===== config.mk =====
export PLATFORM = sky130hd
export DESIGN_NAME = gmc_modunit
export DESIGN_NICKNAME = d
export VERILOG_FILES = /design/src/rtl/gmc_pkg.sv /design/src/rtl/gmc_modunit.sv
export SDC_FILE = /design/constraint.sdc
export NUM_CORES = 1
export LEC_CHECK = 0
export BUFFER_PORTS_ARGS = -buffer_cell sky130_fd_sc_hd__buf_4
export CORE_MARGIN = 3
export CORE_UTILIZATION = 57
export DETAILED_ROUTE_END_ITERATION = 16
export PLACE_DENSITY = 0.83
export SLEW_MARGIN = 20
export SYNTH_ARGS = -nofsm -noshare
export SYNTH_HDL_FRONTEND = slang
export SYNTH_SLANG_ARGS = --single-unit

===== constraint.sdc =====
create_clock -name clk -period 2.75 [get_ports clk]
set_input_delay 0.275 -clock clk [delete_from_list [all_inputs] [get_ports clk]]
set_output_delay 0.275 -clock clk [all_outputs]
set_load 0.03 [all_outputs]

===== src/rtl/gmc_pkg.sv =====
// ----------------------------------------------------------------------------
// gmc_pkg
// types and codes shared by the maze carver modules
// ----------------------------------------------------------------------------
package gmc_pkg;

    localparam logic [1:0] ACT_RESTART = 2'd0;
    localparam logic [1:0] ACT_STEP    = 2'd1;
    localparam logic [1:0] ACT_READ    = 2'd2;

    localparam logic [2:0] ST_CARVED   = 3'd0;
    localparam logic [2:0] ST_RETIRED  = 3'd1;
    localparam logic [2:0] ST_FINISHED = 3'd2;
    localparam logic [2:0] ST_ALREADY  = 3'd3;
    localparam logic [2:0] ST_DONE     = 3'd4;

    typedef enum logic [4:0] {
        S_IDLE,
        S_CLEAR,
        S_RDCELL,
        S_RDWAIT,
        S_MOD1,
        S_FRD,
        S_FWAIT,
        S_NREQ,
        S_NWAIT,
        S_MOD2,
        S_CARVE1,
        S_CARVE2,
        S_RET1,
        S_RET2,
        S_RET3,
        S_FIN1,
        S_FIN2,
        S_OUT
    } state_t;

endpackage


===== src/rtl/gmc_modunit.sv =====
// ----------------------------------------------------------------------------
// gmc_modunit
// restoring modulo unit, one quotient bit per cycle over a 16 bit dividend
// ----------------------------------------------------------------------------
module gmc_modunit import gmc_pkg::*;
(
    input  logic        clk,
    input  logic        rst_n,
    input  logic        start,
    input  logic [15:0] dividend,
    input  logic [10:0] divisor,
    output logic        busy,
    output logic [10:0] remainder
);

    logic [15:0] rem_reg, rem_next;
    logic [15:0] div_reg, div_next;
    logic [10:0] dsr_reg, dsr_next;
    logic [4:0]  cnt_reg, cnt_next;
    logic [16:0] trial;

    assign trial = {rem_reg, div_reg[15]} - {6'd0, dsr_reg};

    always_comb
    begin
        rem_next = rem_reg;
        div_next = div_reg;
        dsr_next = dsr_reg;
        cnt_next = cnt_reg;
        if (start)
        begin
            rem_next = '0;
            div_next = dividend;
            dsr_next = divisor;
            cnt_next = 5'd16;
        end
        else if (cnt_reg != 5'd0)
        begin
            if (!trial[16])
                rem_next = trial[15:0];
            else
                rem_next = {rem_reg[14:0], div_reg[15]};
            div_next = {div_reg[14:0], 1'b0};
            cnt_next = cnt_reg - 5'd1;
        end
    end

    always_ff @(posedge clk or negedge rst_n)
    begin
        if (!rst_n)
            cnt_reg <= '0;
        else
            cnt_reg <= cnt_next;
    end

    always_ff @(posedge clk)
    begin
        rem_reg <= rem_next;
        div_reg <= div_next;
        dsr_reg <= dsr_next;
    end

    assign busy      = (cnt_reg != 5'd0);
    assign remainder = rem_reg[10:0];

endmodule


Word level (Yosys, flattened, before mapping):

Cells that the tools add are included.

* bits in registers: 48
* logic and storage cells: 13

* $add $sub $neg: 2
* multiplexer cells: 5
* reduce and logical (&&, ||, !) cells: 2

Operators with widths (number)
* two-way mux 16 bit: 3
* subtractor 17 x 11 -> 17 bit: 1
* two-way mux 5 bit: 2
* nonzero test 5 bit: 1
* subtractor 5 x 1 -> 5 bit (second input constant): 1
* nonzero test 2 bit: 1

Longest topological paths before layout:

* word-level depth: 3
* gate-level depth with buffers: 10
* gate-level depth less buffers: 9

Least setup slack after synthesis:

Ideal clock, no wire load.

* path kind: reg-to-reg
* from: reg div_reg[15]
* to: reg rem_reg[13]
* library setup time: 91 ps
* arrival: 2348 ps
* path slack: 311 ps
* stages on the path, launching flop included: 10
* path buffers: 0
* clock period less this slack: 2439 ps
* path through: edfxtp_1 -> inv_1 -> ha_1 -> fa_1 -> nand2b_1 -> a21o_1 -> a211oi_1 -> a211oi_2 -> or4_1 -> a311oi_1

* word-level cells in the longest chain between the ends: 2

RTL lines
* from (decl): RTL line gmc_modunit.sv:17 `logic [15:0] div_reg, div_next;`
* from (signal assigned): RTL line gmc_modunit.sv:59 `div_reg <= div_next;`
* subtractor 17 x 11 -> 17 bit: RTL line gmc_modunit.sv:22 `assign trial = {rem_reg, div_reg[15]} - {6'd0, dsr_reg};`
* two-way mux 16 bit: RTL line gmc_modunit.sv:39 `if (!trial[16])`
* to (signal assigned): RTL line gmc_modunit.sv:58 `rem_reg <= rem_next;`
* to (decl): RTL line gmc_modunit.sv:16 `logic [15:0] rem_reg, rem_next;`

No other way between the ends.
A chain may end at the register's enable or synchronous reset.

Final worst setup path:

* from: reg rem_reg[8]
* to: reg rem_reg[13]

* word-level cells in the longest chain between the ends: 2

RTL lines (RTL line)
* subtractor 17 x 11 -> 17 bit: gmc_modunit.sv:22
* two-way mux 16 bit: gmc_modunit.sv:39

No other way between the ends.

==> flow_summary.yaml <==
timing:
  final_hold_viol_count: 0
  worst_slew_pin_slew_ns: 0.624
  fmax_ghz: 0.382
  fin_crit_ns: 2.62
  finalSetupTns_ns: 0
  post-route-period-util: 0.952
  timing.max_slew.rel_slack: 0.583
  timing_max_transition_violations_final: 0
  timing.final.setup_violations: 0
  fin_worst_skew_ns: 0.00834
  rsz0062_at_grt: "false"
cells_and_area:
  layout.cell_area.non_filler_um2: 3290
  antenna-diode-count: 0
  highest_count_cells_in_the_layout_ignoring_fill_and_taps: "47 x sky130_fd_sc_hd__buf_4, 27 x sky130_fd_sc_hd__edfxtp_1, 23 x sky130_fd_sc_hd__nand2_1, 22 x sky130_fd_sc_hd__nor2_1, 21 x sky130_fd_sc_hd__inv_1"
  regArea_um2: 1260
  final.fill_count: 377
  final_layout_size_suffix_gt1_frac: 0.263
  final_net_count: 359
  layout_commonest_cell: "sky130_fd_sc_hd__buf_4"
  multi_input_area_um2: 1420
  area_delta_synth_final_pct: 15.8
drt:
  dr_wl_met2_um: 2730
  routed-wl-met3_um: 445
  residual_antenna_violating_net_count_after_detailed_routing: 0
  wirelength_met1_um: 2510
  drc: 0
  maxUsedRoutingLayer: "met4"
  post_drt_wl_per_cell_um: 15.0
  via_total_after_detailed_routing: 2211
  postRouteWirelength_um: 5760
  initialDrtViolationCount: 153
  vias_per_cell: 5.77
  dr.pass1.iters: 4
clock_network:
  post-cts-setup-buffers: 0
  clkLatencyLatePin_ns: 0.30
  cts_root_buffer: "sky130_fd_sc_hd__clkbuf_8"
  clk_pin_slew_worst_paths_ns: 0.09
  cts_max_path_buffers: 2
  tritoncts: "built"
  cts_max_level: 2
  cts_inserted_buffers: 5
  cts.sink_count: 48
global_routing:
  grt_overflow: 0
  first_pass_grt_wire_length_um: 9650
  number_of_global_route_vias_before_repair: 2101
  initial_antenna_violation_count: 0
  largest_net_degree_at_the_start_of_global_routing: 32
  grtUsageTotal: 0.205
run_status:
  run_status: "finished clean"
logic_synthesis:
  yosysWarningCount: 0
  synthDominantAreaCellType: "sky130_fd_sc_hd__edfxtp_1"
  synth_largest_type_area_fraction: 0.286
  synth.cell_area_um2: 2840
  synth-seq-area-share: 0.442
  synth_nets: 324
  netlist_top_cells_area: "sky130_fd_sc_hd__edfxtp_1 29%, sky130_fd_sc_hd__dfxtp_1 11%, sky130_fd_sc_hd__mux2_2 5.9%"
  async_set_or_reset_register_ratio_after_synthesis: 0.104
  synth-edff-count: 27
  synth.avg_cell_area_um2: 10.1
  synth-seq-cells: 48
  ys_dominant_reg_cell: "sky130_fd_sc_hd__edfxtp_1"
  post_synth_num_cell_types: 49
  synthesized_instance_count: 280
floorplan:
  width_of_the_die_um: 76.6
  placeableCoreArea_um2: 4750
  initial_utilization: 0.597
  floorplan.die_area_um2: 5860
  io_pins: 42
  placementRows: 25
  chipHeight_um: 76.6
worst_hold_path:
  min_to: "dsr_reg[9]"
  min_delay_path_class: "in -> reg"
  holdPathStages: 1
  hold_path_origin: "divisor[9]"
power_and_ir_drop:
  power_dens_cells_nw_per_um2: 1010
  power.leakage_nw: 1.43
  peakVddDrop_mv: 0.642
  power.switching_fraction: 0.416
  combinationalPowerShare: 0.540
  internal_dissipation_mw: 1.94
  power.net_switching_mw: 1.38
  share_seq_of_total_power: 0.338
  clock_power_share: 0.122
worst_setup_path:
  endpoint_kind: "flip-flop"
  critical_path.reg2reg.startpoint: "rem_reg[8]"
  critPathRequiredTime_ns: 2.97
  setup.reg_to_reg.worst_slack_ns: 0.13
  timing_worst_setup_path_type: "reg -> reg"
  path_max_fanout: 8
  crit_path_start_kind: "flip-flop"
  cp.arrival_ns: 2.84
  rr_endpoint: "rem_reg[13]"
  reg2regPathDepth: 7
place:
  globalplace.congestion: 0.966
  port_buffers: 41
  postPlaceCellArea_um2: 3160
  hpwl_um: 4250
job:
  maxCapViolations: 0
==> layer usage <==
metal  GRT usage  up-vias
met2       0.347       75
li1            -     1091
met5           0        -
met1       0.266     1037
met4      0.0598        0
met3      0.0426        8
==> power groups by stage <==
stage               logic (mW)  registers [mW]  clock network [mW]
global placement          1.68            1.13                   0
finish                    1.80            1.13               0.406
detailed placement        1.72            1.14                   0
floorplan                 1.38            1.09                   0
global route              1.99            1.16               0.443
CTS                       1.73            1.13               0.414
==> cell usage after synthesis, drive strengths merged (3+ instances only) <==
master,instances
nand2b,5
clkbuf,7
xnor2,6
buf,13
nor2,22
a211oi,6
ha,13
dfxtp,16
a21o,9
a21oi,14
edfxtp,27
a311oi,6
nand3,3
o21ai,8
nor4,5
or3,6
o211ai,6
inv,21
mux2,15
dfrtp,5
mux2i,7
nand2,23
and2,3
nor3,6
==> cell families (layout without fill, tap and decap cells) <==
family,after synthesis,in the layout,synth area share
DFF,48,48,0.442
and+or+nand+nor,82,82,0.145
AOI/OAI and AO/OA,65,65,0.171
adders and majority gates,14,14,0.0643
muxes,22,22,0.0842
buffers and inverters,41,77,0.0692
xor gates and xnor gates,8,8,0.0247
==> worst max-delay path: stages, from the launching register on <==
cell and delay (ns):
sky130_fd_sc_hd__dfxtp_1 0.35, sky130_fd_sc_hd__ha_1 0.40, sky130_fd_sc_hd__a21o_1 0.24, sky130_fd_sc_hd__a21o_1 0.23, sky130_fd_sc_hd__nor4_1 0.38, sky130_fd_sc_hd__a211oi_4 0.17, sky130_fd_sc_hd__or4_1 0.51, sky130_fd_sc_hd__a311oi_2 0.25
==> area by class of cell <==
cell class	instances	share of cell area
multi-input combinational	191	0.433
sequential	48	0.382
timing repair buffer	48	0.110
tap	67	0.0255
inverter	21	0.0240
clock buffer	6	0.0221
clock inverter	2	0.00342
==> worst max path at each step <==
stage                           start           to
after detailed placement  div_reg[15]  rem_reg[13]
after CTS                 div_reg[15]  rem_reg[13]
final                      rem_reg[8]  rem_reg[13]
after global routing       rem_reg[8]  rem_reg[13]
after global placement    div_reg[15]  rem_reg[13]
after floorplan           div_reg[15]  rem_reg[13]
==> repair_timing <==
item | 4_1_cts | 5_1_grt
setup endpoints to repair | 0 | 3
endpoints found under the hold margin | 5 | 0
resized for setup | 0 | 6
hold buffers | 1 | 0
==> stage by stage <==
stage | instances | util | hold slack (ns) | total power [mW] | setup slack [ns]
after CTS | 383 | 0.684 | 0.144 | 3.28 | 0.112
final | 383 | 0.692 | 0.146 | 3.33 | 0.131
after global placement | 374 | 0.664 | 0.0791 | 2.81 | 0.224
after floorplan | 280 | - | -0.0206 | 2.47 | 0.311
after detailed placement | 374 | 0.664 | 0.0805 | 2.86 | 0.132
after global routing | 383 | 0.692 | 0.132 | 3.59 | 0.0113
Note: power is estimated with default switching activity, not from simulation.
